File: config.mk
export PLATFORM = sky130hd
export DESIGN_NAME = ida_queue
export DESIGN_NICKNAME = d
export VERILOG_FILES = /design/src/sv/ida_pkg.sv /design/src/sv/ida_queue.sv
export SDC_FILE = /design/constraint.sdc
export NUM_CORES = 1
export LEC_CHECK = 0
export ABC_AREA = 1
export BUFFER_PORTS_ARGS = -buffer_cell sky130_fd_sc_hd__buf_2
export CORE_MARGIN = 1
export CORE_UTILIZATION = 57
export CTS_BUF_LIST = sky130_fd_sc_hd__clkbuf_8 sky130_fd_sc_hd__clkbuf_16
export DETAILED_ROUTE_END_ITERATION = 6
export HOLD_SLACK_MARGIN = 0.03
export PLACE_DENSITY = 0.8
export SKIP_CTS_REPAIR_TIMING = 1
export SYNTH_ARGS = -nofsm -noshare
export SYNTH_HDL_FRONTEND = slang
export SYNTH_SLANG_ARGS = --single-unit
export TNS_END_PERCENT = 5
File: constraint.sdc
create_clock -name i_clk -period 6.25 [get_ports i_clk]
set_input_delay 0.9375 -clock i_clk [delete_from_list [all_inputs] [get_ports i_clk]]
set_output_delay 0.9375 -clock i_clk [all_outputs]
set_load 0.03 [all_outputs]
File: src/sv/ida_pkg.sv
`timescale 1ns / 1ps
package ida_pkg;
    localparam int COORD_W    = 24;
    localparam int DIFF_W     = 25;
    localparam int SQ_W       = 49;
    localparam int SUM_W      = 50;
    localparam int ROOT_W     = 25;
    localparam int REM_W      = 26;
    localparam int GAIN_W     = 16;
    localparam int QUOT_W     = 15;
    localparam int SQRT_STEPS = SUM_W / 2;
    localparam int DIV_STEPS  = QUOT_W;
    localparam int QUEUE_DEPTH = 4;
    localparam int CFG_IDX_W  = 2;

    localparam logic [CFG_IDX_W-1:0] REG_LISTENER_X = 2'd0;
    localparam logic [CFG_IDX_W-1:0] REG_LISTENER_Y = 2'd1;
    localparam logic [CFG_IDX_W-1:0] REG_LISTENER_Z = 2'd2;

    localparam logic [COORD_W-1:0] DIST_MAX = {COORD_W{1'b1}};
    localparam logic [GAIN_W-1:0]  GAIN_ONE = 16'h8000;

    // one request between front and back
    typedef struct packed {
        logic [SUM_W-1:0]   sum;
        logic [COORD_W-1:0] ref_d;
        logic [COORD_W-1:0] max_d;
    } t_item;

    typedef enum logic [1:0] {
        KIND_ZERO = 2'd0,
        KIND_FULL = 2'd1,
        KIND_DIV  = 2'd2
    } t_kind;
endpackage

File: src/sv/ida_queue.sv
`timescale 1ns / 1ps
module ida_queue #(
    parameter int Depth = ida_pkg::QUEUE_DEPTH
) (
    input  logic           i_clk,
    input  logic           i_rst_n,
    input  logic           i_push,
    input  ida_pkg::t_item i_item,
    output logic           o_full,
    input  logic           i_pop,
    output logic           o_empty,
    output ida_pkg::t_item o_item
);
    import ida_pkg::*;

    localparam int PtrW = (Depth > 1) ? $clog2(Depth) : 1;
    localparam int CntW = $clog2(Depth + 1);

    t_item            r_mem [0:Depth-1];
    logic [PtrW-1:0]  r_wr, r_rd;
    logic [CntW-1:0]  r_cnt;
    logic             w_do_push, w_do_pop;

    assign o_full    = (r_cnt == CntW'(Depth));
    assign o_empty   = (r_cnt == '0);
    assign o_item    = r_mem[r_rd];
    assign w_do_push = i_push && !o_full;
    assign w_do_pop  = i_pop && !o_empty;

    // store the incoming request
    always_ff @(posedge i_clk) begin
        if (w_do_push) begin
            r_mem[r_wr] <= i_item;
        end
    end

    // advance pointers and count
    always_ff @(posedge i_clk) begin
        if (!i_rst_n) begin
            r_wr  <= '0;
            r_rd  <= '0;
            r_cnt <= '0;
        end else begin
            if (w_do_push) begin
                r_wr <= (r_wr == PtrW'(Depth - 1)) ? '0 : r_wr + 1'b1;
            end
            if (w_do_pop) begin
                r_rd <= (r_rd == PtrW'(Depth - 1)) ? '0 : r_rd + 1'b1;
            end
            r_cnt <= r_cnt + CntW'(w_do_push) - CntW'(w_do_pop);
        end
    end
endmodule

==> flow_metrics.tcl <==
set metrics [dict create \
    drc 0 \
    die_w_um 164.3 \
    crit_arrival_ns 3.41 \
    via_count 9040 \
    rsz0062_at_grt "false" \
    hp-start "r_wr[1]" \
    hold_path_end "r_wr[1]" \
    r2r_slack_ns 3.44 \
    max_slew_margin_pct 29.97 \
    rr_startpoint "r_cnt[1]" \
    synth_compound_area_share_pct 10.78 \
    reg2reg_to "r_mem[3][28]" \
    die_h_um 164.3 \
    gp_congestion 0.7370 \
    wl_per_cell_um 19.25 \
    area_growth_pct 15.93 \
    initial_core_util_pct 57.79 \
    layout-drive-gt1-share_pct 21.85 \
    setup_viol 0 \
    required_ns 5.31 \
    finalNetCount 1315 \
    cts-root-buf "clkbuf_16" \
    die-area_mm2 0.02700 \
    first_pass_iters 5 \
    mostFrequentLayoutCells "edfxtp_1 (392), nor2_1 (203), buf_2 (201), o21ai_0 (149), o22ai_1 (98)" \
    final_cells 1572 \
    synth_cell_types 20 \
    critPathKind "flip-flop to primary output" \
    cap_violations 0 \
    synthSimpleGateAreaFrac_pct 5.691 \
    cts_max_path_buffers 3 \
    drtIter0Drc 1152 \
    worst_pin_slew_ns 1.050 \
    crit_fanout 99 \
    synth_seq_area_share_pct 79.59 \
    synth_xor_xnor_area_share_pct 0 \
    synthCells 1019 \
    final_common_cell "edfxtp_1" \
    synth-adder-area-share_pct 0.7166 \
    tritoncts "done" \
    hold_class "flip-flop to flip-flop" \
    drtAntennaViolNets 0 \
    postLayoutCoreUtil_pct 66.99 \
    cp-start-kind "flip-flop" \
    routed_wl_mm 30.27 \
    yosysWarnings 0 \
    hold_viol_final 0 \
    ys_ff_latch 401 \
    synth_top_family_by_area "compound AO/OA/AOI/OAI gates" \
    place_hpwl_mm 16.83 \
    synth_nets 1129 \
    avgViaCountPerCell 5.751 \
    boundaryPins 202 \
    reg2reg_depth 5 \
    ir_worst_vdd_mv 0.3602 \
    finalPower_mw 8.058 \
    min_path_cells 2 \
    grt_max_degree 138 \
    synthesis.area_mm2 0.01502 \
    postSynthAreaPerCell_um2 14.74 \
    powerDensity_mw_per_mm2 462.9 \
    rows 59 \
    antenna_found_initial 3 \
    grt_overflow 0 \
    p_leak_nw 6.147 \
    end_kind "primary output" \
    finalClockSkew_ns 0.02010 \
    grt_usage_pct 22.46 \
    period_share_pct 69.58 \
    tns_ns 0 \
    layout_min_cycle_time_ns 4.349 \
    path_clk_slew_ns 0.06 \
    grt_pass1_vias 8542 \
    drv_slew 0 \
    synthMuxAreaShare_pct 0 \
    cts.sinks 401 \
    place_inst 1500 \
    grt_pass1_wl_mm 45.68 \
    cts_made_buffers 38 \
    status "complete, no violations" \
    portBuffers 201 \
    htree_levels 2 \
    insertion_delay_ns 0.52 \
    max_clock_freq_mhz 230.0 \
    core_mm2 0.02598 \
]
## power breakdown
| group | total (mW) | leakage [nW] | switching [mW] | internal [mW] |
|---|---|---|---|---|
| sequential | 3.46 | 3.67 | 0.177 | 3.28 |
| clock | 2.24 | 0.629 | 0.911 | 1.33 |
| combinational | 2.35 | 1.85 | 1.75 | 0.605 |
| total | 8.06 | 6.15 | 2.84 | 5.22 |
## how the worst max path moves through the flow
stage	to	cells after the start
after floorplan	r_mem[0][0]	2
after global placement	o_item[21]	5
after detailed placement	o_item[20]	4
after CTS	o_item[20]	5
after global routing	o_item[20]	5
final	o_item[20]	5
## cell usage after synthesis (all sizes together)
cell type / number / area (um^2)
buf: 28 / 261.5
nand2: 14 / 52.55
nor2: 207 / 777.0
ha: 7 / 87.58
o22ai: 98 / 613.1
a21oi: 5 / 25.02
nand3: 5 / 25.02
o21ai: 196 / 981.0
inv: 21 / 83.83
clkbuf: 36 / 137.6
fa: 1 / 20.02
dfxtp: 9 / 180.2
edfxtp: 392 / 11770
## worst max-delay path, cell delays in order, from the launching register on
cell,delay [ns]
dfxtp_4,0.64
inv_2,0.65
buf_4,0.64
o21ai_0,0.25
o22ai_1,0.30
buf_2,0.26
## final cells by class
class	instances	area, um^2
sequential	401	11960
fill	1738	8577
multi-input combinational	533	2611
timing repair buffer	210	1099
clock buffer	39	975.9
tap	335	419.2
clock inverter	27	245.2
inverter	21	83.83
antenna	6	15.01
## sequential cells by signal, indices dropped and copies added (netlist names), named ones only
name / cells
r_rd: 2
r_cnt: 3
r_wr: 2
r_mem: 392
## kinds of logic after synthesis
kind of cell | count (synthesis)
flip-flops | 401
AO/OA/AOI/OAI | 299
AND/OR/NAND/NOR | 226
buffers and inverters | 85
adder cells (fa/ha/maj) | 8
## through the flow
step / instance area, um^2 / setup WS, ns / hold WS (ns)
final: 17410 / 1.901 / 0.5473
after global routing: 17400 / 1.745 / 0.5714
after CTS: 17390 / 1.917 / 0.5377
after detailed placement: 16170 / 2.524 / 0.5258
after global placement: 16170 / 2.592 / 0.5023
after floorplan: 15020 / 0.5587 / 0.4827
## metal layers
metal  part of all wire (%)  GRT usage (%)  vias to the layer above
met2                     48          34.87                      393
met4                    1.6          6.481                        0
li1                       -              -                     4203
met3                    8.0          4.924                       43
met5                      0              0                        -
met1                     43          32.20                     4401
Note: power is estimated with default switching activity, not from simulation.
