--- config.mk ---
export PLATFORM = sky130hd
export DESIGN_NAME = ida_front
export DESIGN_NICKNAME = d
export VERILOG_FILES = /design/src/sv/ida_pkg.sv /design/src/sv/ida_front.sv
export SDC_FILE = /design/constraint.sdc
export NUM_CORES = 2
export LEC_CHECK = 0
export BUFFER_PORTS_ARGS = -buffer_cell sky130_fd_sc_hd__buf_2
export CAP_MARGIN = 10
export CELL_PAD_IN_SITES_DETAIL_PLACEMENT = 0
export CELL_PAD_IN_SITES_GLOBAL_PLACEMENT = 1
export CORE_MARGIN = 2
export CORE_UTILIZATION = 25
export CTS_BUF_LIST = sky130_fd_sc_hd__clkbuf_8 sky130_fd_sc_hd__clkbuf_16
export CTS_CLUSTER_DIAMETER = 120
export CTS_CLUSTER_SIZE = 30
export DETAILED_ROUTE_END_ITERATION = 7
export HOLD_SLACK_MARGIN = 0.03
export MAX_ROUTING_LAYER = met4
export PLACE_DENSITY_LB_ADDON = 0.1
export SYNTH_ARGS = -nofsm -noshare
export SYNTH_HDL_FRONTEND = slang
export SYNTH_SLANG_ARGS = --single-unit
--- constraint.sdc ---
create_clock -name i_clk -period 38.4 [get_ports i_clk]
set_input_delay 7.68 -clock i_clk [delete_from_list [all_inputs] [get_ports i_clk]]
set_output_delay 7.68 -clock i_clk [all_outputs]
set_load 0.005 [all_outputs]
--- src/sv/ida_pkg.sv ---
`timescale 1ns / 1ps
package ida_pkg;
    localparam int COORD_W    = 24;
    localparam int DIFF_W     = 25;
    localparam int SQ_W       = 49;
    localparam int SUM_W      = 50;
    localparam int ROOT_W     = 25;
    localparam int REM_W      = 26;
    localparam int GAIN_W     = 16;
    localparam int QUOT_W     = 15;
    localparam int SQRT_STEPS = SUM_W / 2;
    localparam int DIV_STEPS  = QUOT_W;
    localparam int QUEUE_DEPTH = 4;
    localparam int CFG_IDX_W  = 2;

    localparam logic [CFG_IDX_W-1:0] REG_LISTENER_X = 2'd0;
    localparam logic [CFG_IDX_W-1:0] REG_LISTENER_Y = 2'd1;
    localparam logic [CFG_IDX_W-1:0] REG_LISTENER_Z = 2'd2;

    localparam logic [COORD_W-1:0] DIST_MAX = {COORD_W{1'b1}};
    localparam logic [GAIN_W-1:0]  GAIN_ONE = 16'h8000;

    // one request between front and back
    typedef struct packed {
        logic [SUM_W-1:0]   sum;
        logic [COORD_W-1:0] ref_d;
        logic [COORD_W-1:0] max_d;
    } t_item;

    typedef enum logic [1:0] {
        KIND_ZERO = 2'd0,
        KIND_FULL = 2'd1,
        KIND_DIV  = 2'd2
    } t_kind;
endpackage

--- src/sv/ida_front.sv ---
`timescale 1ns / 1ps
module ida_front (
    input  logic                          i_clk,
    input  logic                          i_rst_n,
    input  logic                          i_cfg_we,
    input  logic [ida_pkg::CFG_IDX_W-1:0] i_cfg_idx,
    input  logic [ida_pkg::COORD_W-1:0]   i_cfg_data,
    input  logic                          i_push,
    output logic                          o_full,
    input  logic [ida_pkg::COORD_W-1:0]   i_src_x,
    input  logic [ida_pkg::COORD_W-1:0]   i_src_y,
    input  logic [ida_pkg::COORD_W-1:0]   i_src_z,
    input  logic [ida_pkg::COORD_W-1:0]   i_ref_distance,
    input  logic [ida_pkg::COORD_W-1:0]   i_max_distance,
    input  logic                          i_q_full,
    output logic                          o_q_push,
    output ida_pkg::t_item                o_q_item
);
    import ida_pkg::*;

    logic [COORD_W-1:0] r_lx, r_ly, r_lz;
    logic               r_v1, r_v2, r_v3;
    logic signed [DIFF_W-1:0] r_dx, r_dy, r_dz;
    logic [SQ_W-1:0]    r_sx, r_sy, r_sz;
    logic [COORD_W-1:0] r_ref1, r_max1, r_ref2, r_max2, r_ref3, r_max3;
    logic [SUM_W-1:0]   r_sum;
    logic               w_en;
    logic [DIFF_W-1:0]  w_ax, w_ay, w_az;

    // hold the whole front while the last stage cannot leave
    assign w_en     = !(r_v3 && i_q_full);
    assign o_full   = !w_en;
    assign o_q_push = r_v3 && w_en;
    assign o_q_item = '{sum: r_sum, ref_d: r_ref3, max_d: r_max3};

    // listener registers
    always_ff @(posedge i_clk) begin
        if (!i_rst_n) begin
            r_lx <= '0;
            r_ly <= '0;
            r_lz <= '0;
        end else if (i_cfg_we) begin
            unique case (i_cfg_idx)
                REG_LISTENER_X: r_lx <= i_cfg_data;
                REG_LISTENER_Y: r_ly <= i_cfg_data;
                REG_LISTENER_Z: r_lz <= i_cfg_data;
                default: ;
            endcase
        end
    end

    // magnitudes of the differences
    assign w_ax = r_dx[DIFF_W-1] ? DIFF_W'(-r_dx) : DIFF_W'(r_dx);
    assign w_ay = r_dy[DIFF_W-1] ? DIFF_W'(-r_dy) : DIFF_W'(r_dy);
    assign w_az = r_dz[DIFF_W-1] ? DIFF_W'(-r_dz) : DIFF_W'(r_dz);

    always_ff @(posedge i_clk) begin
        if (!i_rst_n) begin
            r_v1 <= 1'b0;
            r_v2 <= 1'b0;
            r_v3 <= 1'b0;
        end else if (w_en) begin
            r_v1 <= i_push;
            r_v2 <= r_v1;
            r_v3 <= r_v2;
        end
    end

    // advance the datapath: difference, square, sum
    always_ff @(posedge i_clk) begin
        if (w_en) begin
            r_dx   <= $signed({i_src_x[COORD_W-1], i_src_x}) - $signed({r_lx[COORD_W-1], r_lx});
            r_dy   <= $signed({i_src_y[COORD_W-1], i_src_y}) - $signed({r_ly[COORD_W-1], r_ly});
            r_dz   <= $signed({i_src_z[COORD_W-1], i_src_z}) - $signed({r_lz[COORD_W-1], r_lz});
            r_ref1 <= i_ref_distance;
            r_max1 <= i_max_distance;
            r_sx   <= SQ_W'(w_ax[DIFF_W-2:0] * w_ax[DIFF_W-2:0]) | (w_ax[DIFF_W-1] ? SQ_W'(1) << (SQ_W-1) : '0);
            r_sy   <= SQ_W'(w_ay[DIFF_W-2:0] * w_ay[DIFF_W-2:0]) | (w_ay[DIFF_W-1] ? SQ_W'(1) << (SQ_W-1) : '0);
            r_sz   <= SQ_W'(w_az[DIFF_W-2:0] * w_az[DIFF_W-2:0]) | (w_az[DIFF_W-1] ? SQ_W'(1) << (SQ_W-1) : '0);
            r_ref2 <= r_ref1;
            r_max2 <= r_max1;
            r_sum  <= SUM_W'(r_sx) + SUM_W'(r_sy) + SUM_W'(r_sz);
            r_ref3 <= r_ref2;
            r_max3 <= r_max2;
        end
    end
endmodule

==> results.sh <==
export IMPL_drive_above_1_share_pct=6.42
export IMPL_die_area_um2=288000
export IMPL_netlist_cell_type_count=86
export IMPL_placement_setup_worst_slack_ns=22.08
export IMPL_flow_area_growth_from_synthesis_pct=10.2
export IMPL_synth_area_top_cells="sky130_fd_sc_hd__fa_1, sky130_fd_sc_hd__edfxtp_1, sky130_fd_sc_hd__ha_1"
export IMPL_initial_core_util_pct=25.1
export IMPL_detail_route_first_pass_iterations=6
export IMPL_crit_fanout=39
export IMPL_postRouteAntennaNets=0
export IMPL_holdCritPathClass="flop to flop"
export IMPL_setup_repair_after_global_routing_missed_its_margin="false"
export IMPL_run_status="completed"
export IMPL_setup_worst_path_start_class="primary input"
export IMPL_synthCells=7212
export IMPL_critical_path_class="primary input to primary output"
export IMPL_finish_instance_area_um2=78300
export IMPL_fin_crit_ns=16.27
export IMPL_dp_hpwl_um=188000
export IMPL_async_flop_share_pct=0
export IMPL_finalMaxSlewViolations=0
export IMPL_num_rows=195
export IMPL_cap_viol_max_count=0
export IMPL_worst_endpoint_arrival_ns=8.59
export IMPL_latest_clock_arrival_within_the_worst_skew_pair_ns=0.68
export IMPL_slew_limit_headroom_pct=23.2
export IMPL_clock_tree_buffer_depth=3
export IMPL_globalplace_congestion=0.813
export IMPL_setup_violations=0
export IMPL_final_fill_count=30400
export IMPL_first_iter_violations=2306
export IMPL_dpl_cell_area_um2=77300
export IMPL_clock_tree_from_tritoncts="yes"
export IMPL_postCtsSetupBuffers=0
export IMPL_timing_critical_path_to_type="primary output"
export IMPL_synth_enable_flop_cells=413
export IMPL_ioPinCount=251
export IMPL_yosysSeqAreaShare_pct=19.6
export IMPL_core_region_area_um2=283000
export IMPL_hold_viol_final=0
export IMPL_root_buffer="sky130_fd_sc_hd__clkbuf_16"
export IMPL_worst_setup_hold_path_clk_slew_ns=0.12
export IMPL_cts_hold_buf=0
export IMPL_cts_htree_levels=1
export IMPL_fmax_mhz=61.5
export IMPL_grt_start_max_net_pins=182
export IMPL_first_global_vias=53000
export IMPL_ys_dominant_reg_cell="sky130_fd_sc_hd__edfxtp_1"
export IMPL_die_width_um=537
export IMPL_tightestPinTransition_ns=1.15
export IMPL_cell_count_of_the_worst_hold_path=0
export IMPL_postLayoutSetupSlackWorst_ns=22.13
export IMPL_antenna_found_initial=17
export IMPL_cts_sinks=488
export IMPL_finalClockSkew_ns=0.0470
export IMPL_wire_length_of_the_first_global_routing_pass_um=342000
export IMPL_cts_resized=0
export IMPL_synth_seq_cells=488
export IMPL_fin_nets=9513
export IMPL_synth_avg_cell_area_um2=9.85
export IMPL_warning_count_from_the_yosys_run=0
export IMPL_synth_common_cells="sky130_fd_sc_hd__inv_1, sky130_fd_sc_hd__fa_1, sky130_fd_sc_hd__nand2_1"
export IMPL_layout_worst_path_cycle_share_pct=42.4
export IMPL_synthDominantAreaCellType="sky130_fd_sc_hd__fa_1"
export IMPL_post_synth_instance_area_um2=71000
export IMPL_cp_data_required_time_ns=30.72
export IMPL_die_h_um=537
export IMPL_post_route_drc_count=0
export IMPL_yosys_cell_count_top_type="sky130_fd_sc_hd__inv_1"
export IMPL_portBuffers=250
export IMPL_grt_total_usage_pct=16.5
export IMPL_number_of_vias_per_cell_after_detailed_routing=4.27
export IMPL_wl_per_cell_um=20.4
export IMPL_gr_ovfl_total=0
export IMPL_cts_buffers_inserted=27
export IMPL_dr_total_vias=47800
export IMPL_timing_reg2reg_worst_path_depth=33
export IMPL_detail_route_wirelength_um=228000
export IMPL_synth_top_area_share_pct=37.3
export IMPL_setup_tns_ns=0
routing by layer:
| metal | share of wire, % | track usage (%) | vias up |
|---|---|---|---|
| met3 | 3.1 | 1.36 | 153 |
| met4 | 2.0 | 2.76 | 0 |
| met1 | 48 | 22.5 | 24300 |
| met5 | 0 | - | - |
| met2 | 47 | 27.0 | 784 |
| li1 | - | - | 22500 |
layout by cell type, fill, tap and decap left out, types with 126 or more instances in the layout:
master / Yosys / routed
sky130_fd_sc_hd__buf_2: 12 / 250
sky130_fd_sc_hd__nand2_1: 735 / 734
sky130_fd_sc_hd__edfxtp_1: 413 / 413
sky130_fd_sc_hd__o21ai_0: 130 / 130
sky130_fd_sc_hd__a21o_1: 126 / 126
sky130_fd_sc_hd__nor2_1: 544 / 544
sky130_fd_sc_hd__a21oi_1: 200 / 200
sky130_fd_sc_hd__xnor2_1: 225 / 207
sky130_fd_sc_hd__fa_1: 1323 / 1323
sky130_fd_sc_hd__ha_1: 629 / 629
sky130_fd_sc_hd__inv_1: 1860 / 1863
registers in the layout, indices dropped and copies added, names as in the netlist:
name,flops
r_dx,25
r_ref3,24
r_dz,25
r_v2,1
r_ref2,24
r_sz,48
r_lx,24
r_v1,1
r_ref1,24
r_sum,50
r_max1,24
r_dy,25
r_sy,48
r_v3,1
r_ly,24
r_max2,24
r_max3,24
r_lz,24
r_sx,48
per-stage QoR:
| step | util (%) | instances | hold WS (ns) |
|---|---|---|---|
| CTS | 27.7 | 11200 | 0.427 |
| floorplan | - | 7214 | 0.400 |
| global route | 27.7 | 11200 | 0.438 |
| detailed placement | 27.4 | 11100 | 0.405 |
| finish | 27.7 | 11200 | 0.424 |
| global placement | 27.4 | 11100 | 0.400 |
final cells by class:
type                       instances  area (um^2)  area share [%]
antenna                           11         27.5          0.0352
inverter                        1883         7070            9.03
sequential                       488        13900            17.8
multi-input combinational       4661        49600            63.4
timing repair buffer             349         2010            2.56
clock buffer                      27          676           0.863
tap                             3743         4680            5.98
clock inverter                    20          294           0.376
final timing paths:
| check | to | slack [ns] | start |
|---|---|---|---|
| worst max-delay path | o_full | 22.13 | i_q_full |
| worst min-delay path | r_ref3[10]$_DFFE_PN_ | 0.42 | r_ref2[10]$_DFFE_PN_ |
| worst max register to register | r_sx[44]$_DFFE_PN_ | 27.12 | r_dx[1]$_DFFE_PN_ |
| worst min register to register | r_ref3[10]$_DFFE_PN_ | 0.42 | r_ref2[10]$_DFFE_PN_ |
worst max-delay path: stages:
cell and delay [ns]:
sky130_fd_sc_hd__buf_2 0.12, sky130_fd_sc_hd__nand2_4 0.43, sky130_fd_sc_hd__inv_1 0.18, sky130_fd_sc_hd__buf_2 0.17
cells by family after synthesis:
kind of cell | Yosys count | synth area share, %
compound gates | 793 | 7.40
xor+xnor | 330 | 4.25
fa+ha+maj | 1952 | 48.4
buf+inv | 2065 | 10.9
flops | 488 | 19.6
mux | 4 | 0.0581
other cells | 1 | 0.00528
simple gates | 1579 | 9.43
Power is left out: the tool's default activity adds up to more than one toggle a clock period on the data nets, which glitch-free logic cannot reach.
